### src/hw/rtl/tbdb_pkg.sv
// types and constants shared by the button debounce bank and its parts
package tbdb_pkg;

    localparam int BTN_IN_W       = 7;
    localparam int LED_W          = 4;
    localparam int DISPLAY_BUTTON = 1;
    localparam int ENCODER_BUTTON = 6;

    localparam logic [2:0] DISPLAY_FIRST = 3'd0;
    localparam logic [2:0] DISPLAY_LAST  = 3'd4;

    localparam logic [1:0] BRIGHT_FULL = 2'd0;
    localparam logic [1:0] BRIGHT_MID  = 2'd1;
    localparam logic [1:0] BRIGHT_LOW  = 2'd2;
    localparam logic [1:0] BRIGHT_LAST = BRIGHT_LOW;

    localparam logic [7:0] BRIGHT_FULL_VAL = 8'd255;
    localparam logic [7:0] BRIGHT_MID_VAL  = 8'd140;
    localparam logic [7:0] BRIGHT_LOW_VAL  = 8'd70;

    localparam int          PADDR_W        = 3;
    localparam logic [2:0]  ADDR_DEBOUNCE  = 3'h0;
    localparam logic [15:0] DEBOUNCE_RESET = 16'd50;

    typedef struct packed {
        logic [6:0]  buttons_low;
        logic [31:0] now_ms;
    } in_t;

    typedef struct packed {
        logic [6:0] pressed_flags;
        logic [3:0] led_drive;
        logic [2:0] display_index;
        logic       display_changed;
        logic [7:0] brightness_value;
        logic       brightness_changed;
    } out_t;

    typedef struct packed {
        logic pressed;
        logic press_evt;
    } lane_stat_t;

    function automatic logic [7:0] level_to_brightness(input logic [1:0] lvl);
        logic [7:0] val;
        case (lvl)
            BRIGHT_MID: val = BRIGHT_MID_VAL;
            BRIGHT_LOW: val = BRIGHT_LOW_VAL;
            default:    val = BRIGHT_FULL_VAL;
        endcase
        return val;
    endfunction

endpackage

### src/hw/rtl/tbdb_lane.sv
// debounce cell for one button: lockout timer compare and debounced state
module tbdb_lane (
    input  logic                   aclk,
    input  logic                   aresetn,
    input  logic                   en,
    input  logic                   level,
    input  logic [31:0]            now_ms,
    input  logic [15:0]            debounce_ms,
    output tbdb_pkg::lane_stat_t   stat
);
    import tbdb_pkg::*;

    logic        state_reg;
    logic        state_next;
    logic [31:0] last_reg;
    logic [31:0] elapsed;
    logic        take;

    // wrapping difference, modulo 2^32
    assign elapsed    = now_ms - last_reg;
    assign take       = (level != state_reg) && (elapsed > {16'd0, debounce_ms});
    assign state_next = take ? level : state_reg;

    assign stat.pressed   = state_next;
    assign stat.press_evt = take && level;

    always_ff @(posedge aclk) begin
        if (!aresetn) begin
            state_reg <= 1'b0;
            last_reg  <= 32'd0;
        end else if (en && take) begin
            state_reg <= level;
            last_reg  <= now_ms;
        end
    end

endmodule

### src/hw/rtl/timed_button_debounce_bank_unit.sv
// top level of the timed button debounce bank
//
//  channel | ports             | direction | payload
//  --------+-------------------+-----------+-----------------------------
//  sample  | s_valid/s_ready   | in        | buttons_low, now_ms
//  result  | m_valid/m_ready   | out       | flags, leds, display, bright
//  config  | apb psel..pready  | in/out    | debounce_ms at address 0
//
// one item per clock sustained while results are taken; an item passes
// through the input register and then the result register around the
// per-button compare logic
// aresetn clears debounced states, change times and indexes and sets debounce_ms to 50
// a stalled result holds the pipe; an empty input register still takes one
// item while the result register waits to be taken
module timed_button_debounce_bank_unit #(
    parameter int NUM_BUTTONS = 7
) (
    input  logic                           aclk,
    input  logic                           aresetn,
    input  logic                           s_valid,
    output logic                           s_ready,
    input  tbdb_pkg::in_t                  s_data,
    output logic                           m_valid,
    input  logic                           m_ready,
    output tbdb_pkg::out_t                 m_data,
    input  logic                           psel,
    input  logic                           penable,
    input  logic                           pwrite,
    input  logic [tbdb_pkg::PADDR_W-1:0]   paddr,
    input  logic [31:0]                    pwdata,
    output logic [31:0]                    prdata,
    output logic                           pready
);
    import tbdb_pkg::*;

    logic        in_valid_reg;
    in_t         in_reg;
    logic        out_valid_reg;
    out_t        out_reg;
    out_t        out_next;
    logic        advance;
    logic [15:0] debounce_reg;
    logic [2:0]  disp_reg;
    logic [2:0]  disp_next;
    logic [1:0]  bright_reg;
    logic [1:0]  bright_next;
    logic        disp_step;
    logic        bright_step;
    logic [6:0]  flags;

    logic [NUM_BUTTONS-1:0] lvl_in;
    lane_stat_t             stat [NUM_BUTTONS];

    // configuration port
    assign pready = 1'b1;
    assign prdata = (paddr == ADDR_DEBOUNCE) ? {16'd0, debounce_reg} : 32'd0;

    always_ff @(posedge aclk) begin
        if (!aresetn) begin
            debounce_reg <= DEBOUNCE_RESET;
        end else if (psel && penable && pwrite && pready && paddr == ADDR_DEBOUNCE) begin
            debounce_reg <= pwdata[15:0];
        end
    end

    // pipe control
    assign advance = in_valid_reg && (!out_valid_reg || m_ready);
    assign s_ready = !in_valid_reg || advance;

    // per-button cells
    for (genvar g = 0; g < NUM_BUTTONS; g++) begin : g_lane
        if (g < BTN_IN_W) begin : g_pin
            assign lvl_in[g] = in_reg.buttons_low[g];
        end else begin : g_nopin
            assign lvl_in[g] = 1'b0;
        end

        tbdb_lane u_lane (
            .aclk        (aclk),
            .aresetn     (aresetn),
            .en          (advance),
            .level       (lvl_in[g]),
            .now_ms      (in_reg.now_ms),
            .debounce_ms (debounce_reg),
            .stat        (stat[g])
        );
    end

    for (genvar b = 0; b < BTN_IN_W; b++) begin : g_flag
        if (b < NUM_BUTTONS) begin : g_on
            assign flags[b] = stat[b].pressed;
        end else begin : g_off
            assign flags[b] = 1'b0;
        end
    end

    if (NUM_BUTTONS > DISPLAY_BUTTON) begin : g_disp
        assign disp_step = stat[DISPLAY_BUTTON].press_evt;
    end else begin : g_nodisp
        assign disp_step = 1'b0;
    end

    if (NUM_BUTTONS > ENCODER_BUTTON) begin : g_enc
        assign bright_step = stat[ENCODER_BUTTON].press_evt;
    end else begin : g_noenc
        assign bright_step = 1'b0;
    end

    always_comb begin
        disp_next = disp_reg;
        if (disp_step) begin
            disp_next = (disp_reg < DISPLAY_LAST) ? disp_reg + 3'd1 : DISPLAY_FIRST;
        end
        bright_next = bright_reg;
        if (bright_step) begin
            bright_next = (bright_reg < BRIGHT_LAST) ? bright_reg + 2'd1 : BRIGHT_FULL;
        end
    end

    always_comb begin
        out_next.pressed_flags      = flags;
        out_next.led_drive          = flags[LED_W-1:0];
        out_next.display_index      = disp_next;
        out_next.display_changed    = disp_step;
        out_next.brightness_value   = level_to_brightness(bright_next);
        out_next.brightness_changed = bright_step;
    end

    always_ff @(posedge aclk) begin
        if (!aresetn) begin
            in_valid_reg  <= 1'b0;
            out_valid_reg <= 1'b0;
            disp_reg      <= DISPLAY_FIRST;
            bright_reg    <= BRIGHT_FULL;
        end else begin
            if (s_valid && s_ready) begin
                in_valid_reg <= 1'b1;
            end else if (advance) begin
                in_valid_reg <= 1'b0;
            end
            if (advance) begin
                out_valid_reg <= 1'b1;
                disp_reg      <= disp_next;
                bright_reg    <= bright_next;
            end else if (m_ready) begin
                out_valid_reg <= 1'b0;
            end
        end
    end

    always_ff @(posedge aclk) begin
        if (s_valid && s_ready) begin
            in_reg <= s_data;
        end
        if (advance) begin
            out_reg <= out_next;
        end
    end

    assign m_valid = out_valid_reg;
    assign m_data  = out_reg;

endmodule

### config.mk
export PLATFORM = sky130hd
export DESIGN_NAME = timed_button_debounce_bank_unit
export DESIGN_NICKNAME = d
export VERILOG_FILES = /design/src/hw/rtl/tbdb_pkg.sv /design/src/hw/rtl/tbdb_lane.sv /design/src/hw/rtl/timed_button_debounce_bank_unit.sv
export SDC_FILE = /design/constraint.sdc
export NUM_CORES = 1
export LEC_CHECK = 0
export BUFFER_PORTS_ARGS = -buffer_cell sky130_fd_sc_hd__buf_4
export CORE_UTILIZATION = 45
export CTS_CLUSTER_DIAMETER = 80
export DETAILED_ROUTE_END_ITERATION = 16
export SKIP_LAST_GASP = 1
export SLEW_MARGIN = 20
export SYNTH_ARGS = -nofsm -noshare
export SYNTH_HDL_FRONTEND = slang
export SYNTH_SLANG_ARGS = --single-unit
### constraint.sdc
create_clock -name aclk -period 4.9 [get_ports aclk]
set_clock_uncertainty 0.05 [all_clocks]
set_input_delay 0.245 -clock aclk [delete_from_list [all_inputs] [get_ports aclk]]
set_output_delay 0.245 -clock aclk [all_outputs]
set_load 0.05 [all_outputs]
## Word-level counts from Yosys, hierarchy flattened

Index checks and enable logic that the tools add are counted.

| word-level totals | value |
|---|---|
| register bits after elaboration | 317 |
| bits in latches | 0 |
| RAM bits | 0 |
| ROM bits | 0 |
| input bits | 81 |
| output and inout port bits | 59 |
| logic and storage cells | 99 |
| memories | 0 |

| operators by class | value |
|---|---|
| $add $sub $neg | 9 |
| multiply operators | 0 |
| divide/modulo/power cells | 0 |
| $lt $le $gt $ge | 9 |
| eq/ne operators | 9 |
| shift-type cells | 0 |
| multiplexer cells | 17 |
| bitwise gates (word level) | 0 |
| reduce and logical (&&, ||, !) cells | 28 |

Operators by type and width:

| kind | number |
|---|---|
| 32-bit by 16-bit greater-than comparator with 1-bit output | 7 |
| 32-bit subtractor | 7 |
| 1-bit logical AND | 21 |
| 16-bit 2-to-1 mux | 1 |
| 8-bit case mux with 2 select lines | 1 |
| 1-bit 2-to-1 mux | 11 |
| 1-bit != test | 7 |
| 3-bit 2-to-1 mux | 2 |
| 2-bit 2-to-1 mux | 2 |
| 2-bit nonzero test | 2 |
| 3-bit by 1-bit adder with 3-bit output (second input constant) | 1 |
| 3-bit zero test | 1 |
| 3-bit < comparator (second input constant) | 1 |
| 2-bit by 1-bit adder with 2-bit output (second input constant) | 1 |
| 2-bit by 1-bit == test with 1-bit output (second input constant) | 1 |
| 2-bit == test (second input constant) | 1 |
| 1-bit zero test | 2 |
| 1-bit logical OR | 2 |
| 2-bit < comparator (second input constant) | 1 |

## Longest topological paths before layout

| depth | value |
|---|---|
| depth in word-level cells | 7 |
| gate-level depth with buffers | 25 |
| mapped depth without buffers | 23 |

## Cells and area by module

A second synthesis with hierarchy kept.

| unflattened totals | value |
|---|---|
| cells, all modules | 3981 |
| area, all modules | 30301.6 um^2 |

By module, submodules not included:

| module | instances | cells each | area an instance (um^2) | sequential area each (um^2) |
|---|---|---|---|---|
| tbdb_lane (g_lane[0].u_lane ...) | 4 | 541 | 3902.5 | 660.6 |
| tbdb_lane (g_lane[2].u_lane) | 1 | 528 | 3925.0 | 660.6 |
| tbdb_lane (g_lane[1].u_lane) | 1 | 533 | 3905.0 | 660.6 |
| tbdb_lane (g_lane[6].u_lane) | 1 | 537 | 3844.9 | 660.6 |
| timed_button_debounce_bank_unit | 1 | 219 | 3016.6 | 2082.0 |

## Worst setup path before layout

Ideal clock, no wire load.

| timing path | value |
|---|---|
| path type | register to register |
| start point | register in_reg[1] in the netlist's numbering |
| end point | register g_lane[4].u_lane.last_reg[21] |
| library setup time | 0.128 ns |
| arrival | 4.925 ns |
| data required time | 4.722 ns |
| path slack | -0.203 ns |
| cell stages (with the launch flop) | 24 |
| buffers on the path | 2 |
| period minus slack after synthesis | 5.103 ns |
| path through | edfxtp_1 ha_1 nor2b_1 o2111ai_1 nand2_1 a21o_1 a21o_1 a21oi_1 o21bai_1 xor2_1 ha_1 nand4_1 or3_1 or3_1 a2111oi_0 nand4_1 nor3_1 nand4b_1 nor4_1 nor3_1 buf_2 buf_2 nand3_1 o21ai_0 |

| on the way | value |
|---|---|
| word-level cells in the longest chain between the ends | 4 |

Ends and longest elaborated chain:

| what | RTL line | source |
|---|---|---|
| from (decl) | timed_button_debounce_bank_unit.sv:37 | `in_t in_reg;` |
| from (signal assigned) | timed_button_debounce_bank_unit.sv:153 | `in_reg <= s_data;` |
| 32-bit subtractor | tbdb_lane.sv:20 | `assign elapsed = now_ms - last_reg;` |
| 32-bit by 16-bit greater-than comparator with 1-bit output | tbdb_lane.sv:21 | `assign take = (level != state_reg) && (elapsed > {16'd0, debounce_ms});` |
| 1-bit logical AND | tbdb_lane.sv:21 |  |
| 1-bit logical AND | tbdb_lane.sv:31 | `end else if (en && take) begin` |
| to (signal assigned) | tbdb_lane.sv:33 | `last_reg <= now_ms;` |
| to (decl) | tbdb_lane.sv:15 | `logic [31:0] last_reg;` |

No other way between the ends.
A chain may end at the register's enable or synchronous reset.

## Worst setup path in the final report

| timing path | value |
|---|---|
| start point | register in_reg[9] in the netlist's numbering |
| end point | register g_lane[0].u_lane.last_reg[14] |

| on the way | value |
|---|---|
| word-level cells in the longest chain between the ends | 4 |

Ends and longest elaborated chain:

| what | RTL line |
|---|---|
| 32-bit subtractor | tbdb_lane.sv:20 |
| 32-bit by 16-bit greater-than comparator with 1-bit output | tbdb_lane.sv:21 |
| 1-bit logical AND | tbdb_lane.sv:21 |
| 1-bit logical AND | tbdb_lane.sv:31 |
| to (signal assigned) | tbdb_lane.sv:33 |
| to (decl) | tbdb_lane.sv:15 |

No other way between the ends.

==> metrics.md <==
| Metric | Value |
|---|---|
| Status | `finished with violations` |
| Violated checks | `negative setup slack` |
| Routed wire length | `99.4 mm` |
| Final Slew Violations | `0` |
| Mapped Area | `27900 um^2` |
| Final setup violating endpoints | `195` |
| Post-synth EDFFs | `54` |
| Tmin final | `5260 ps` |
| CTS tree | `built` |
| Area Overhead vs Synth | `29.6%` |
| Fin crit share | `1.07` |
| Placed wire-length estimate | `72.2 mm` |
| Power Density | `260 nW/um^2` |
| Worst slew margin | `0.255` |
| I/O pin count | `140` |
| Async S/R FF share, synth | `0` |
| Footprint of the multi-input gates | `20300 um^2` |
| Synth Flop Type | `dfxtp_1` |
| Input/output buffers | `105` |
| Htree depth | `2` |
| Worst slew pin tran | `1120 ps` |
| Total track usage | `0.299` |
| Avg Cell Area, Syn | `7.85 um^2` |
| Crit end category | `flop` |
| Sum Neg Setup Slack | `-40130 ps` |
| Count leader, synth | `nand2_1` |
| Worst Path Class, Setup | `flop to flop` |
| Area of the core | `60800 um^2` |
| Util after Layout | `0.594` |
| Maximum clock frequency | `0.190 GHz` |
| Fillers | `5537` |
| Later-pin clock latency in the skew report | `590 ps` |
| Remaining global-route overflow | `0` |
| Max reg flops | `224` |
| Yosys reg bits | `308` |
| Max Cap Viol | `0` |
| Layout cell share with drive strength beyond 1 | `0.211` |
| Total die area | `63000 um^2` |
| Pre-CTS setup slack | `-682 ps` |
| CP Launch Type | `flop` |
| N_diodes | `0` |
| Power Total | `9.38 mW` |
| CP required | `5310 ps` |
| Worst hold slack | `180 ps` |
| Final antenna-violating net count | `0` |
| Post-synthesis sequential area ratio | `0.240` |
| RSZ-0062 raised after global routing | `yes` |
| HP Class | `primary input to flop` |
| Synth warn | `0` |
| Synth top area share | `0.182` |
| Number of buffers created by CTS | `40` |
| TritonRoute pass-1 iters | `6` |
| Dominant cells by area after synthesis | `dfxtp_1 18%, ha_1 15%, mux2i_1 6.4%` |
| Count of different cell masters after synthesis | `95` |
| Fin. Hold Viols | `0` |
| Max IR drop VDD | `0.000184 V` |
| Nets@finish | `4490` |
| Crit path DAT | `5670 ps` |
| Avg WL per Cell | `20.4 um` |
| Synth Instances | `3552` |
| Final worst slack | `-357 ps` |
| Root buffer cell | `clkbuf_16` |
| Initial Util | `0.459` |
| CTS Sinks | `308` |
| DRC | `0` |
| Critical Path Fanout Max | `7` |
| CTS Buffer Depth | `3` |
| Die height | `251 um` |
| Register area | `6710 um^2` |
| CTS clk-pin slew, worst paths | `60 ps` |
| R2R depth | `23` |
| Yosys top cell by area | `dfxtp_1` |
| Vias in the first global route | `27600` |
| DR vias/cell | `5.83` |
| Hold-critical path depth | `3` |
| DR vias | `28500` |
| Most frequent cells after synthesis | `466 x nand2_1, 332 x ha_1, 291 x inv_1` |
| Largest net degree at the start of global routing | `133` |
| Initial antenna violation count | `0` |
| First-pass GRT wire length | `149 mm` |
| Num rows | `90` |
| DR iter-0 viols | `2073` |
| RePlAce Congestion | `0.977` |
| Die Wd | `251 um` |
| Leakage | `14.9 nW` |
cells by family after synthesis:
logic type | synth area share
AOI/OAI and AO/OA | 0.221
xor gates and xnor gates | 0.0449
adders and majority gates | 0.154
buffers and inverters | 0.0715
DFF | 0.240
muxes | 0.0716
other | 0.000269
and+or+nand+nor | 0.196
cells in the final DEF, fill, tap and decap left out, types with 19 or more instances in the layout:
cell type | synthesis | layout
buf_4 | 32 | 510
nand2_1 | 466 | 464
ha_1 | 332 | 316
inv_1 | 291 | 285
dfxtp_1 | 254 | 254
a21oi_1 | 270 | 251
mux2i_1 | 177 | 176
nor2_1 | 158 | 153
o21ai_0 | 210 | 151
nand3_1 | 130 | 97
nand4_1 | 88 | 88
a21o_1 | 81 | 81
xnor2_1 | 82 | 80
xor2_1 | 61 | 61
dlygate4sd3_1 | 0 | 58
nor3_1 | 63 | 57
o21ai_1 | 9 | 57
nor2b_1 | 58 | 55
edfxtp_1 | 54 | 54
clkbuf_16 | 0 | 53
o21a_1 | 45 | 45
o211ai_1 | 35 | 35
nand3_2 | 2 | 32
a211oi_1 | 34 | 30
and2_1 | 32 | 29
buf_6 | 10 | 29
o21bai_1 | 26 | 26
or3_1 | 26 | 24
a21oi_2 | 4 | 19
per-layer routing:
layer | share of wire | GRT usage
met2 | 0.48 | 0.534
met4 | 0.049 | 0.117
met5 | 0 | 0
met1 | 0.42 | 0.370
met3 | 0.048 | 0.0277
worst max-delay path, stage by stage (launching register included):
cell       delay (ps)
edfxtp_1          510
buf_4             230
ha_1              340
a21oi_1           220
nand2_1           120
o31ai_4           340
o21ai_2           100
nand3_1           100
nand2_1            70
xor2_1            180
ha_1              290
nand4_1           160
nor4_2            220
a21oi_2           100
a311oi_1          270
o2111ai_1         180
nor4_2            400
buf_4             180
nand4_1           130
o31ai_4           330
buf_6             200
buf_12            160
mux2i_1           200
nor2b_1            60
worst paths after layout:
check | start | end | slack (ps)
max | in_reg[9] | g_lane[0].u_lane.last_reg[14] | -360
min reg2reg | g_lane[4].u_lane.last_reg[23] | g_lane[4].u_lane.last_reg[23] | 400
max reg2reg | in_reg[9] | g_lane[0].u_lane.last_reg[14] | -360
min | aresetn | g_lane[1].u_lane.last_reg[16] | 180
layout make-up:
class | instances | share of cell area
multi-input combinational | 2788 | 0.561
sequential | 308 | 0.186
timing repair buffer | 641 | 0.158
inverter | 291 | 0.0302
clock buffer | 52 | 0.0298
tap | 782 | 0.0271
clock inverter | 21 | 0.00900
what timing repair did:
action                                 4_1_cts  5_1_grt
endpoints found under the hold margin       57        0
cloned                                      10       15
buffers inserted                            48       33
setup endpoints to repair                  251      248
gates resized for setup                     84      216
hold buffers                                58        0
pin swaps                                   45       90
report_power, final:
part           total (mW)  switching (mW)  internal, mW
clock                3.19            1.26          1.94
sequential           2.78          0.0891          2.69
combinational        3.41            1.91          1.50
per-stage QoR:
step	cell area [um^2]	instances
after global routing	36100	4883
after CTS	34800	4841
final	36100	4883
after floorplan	28000	3568
after global placement	31800	4652
after detailed placement	31800	4652
No activity file was read; power rests on OpenSTA's default activity.
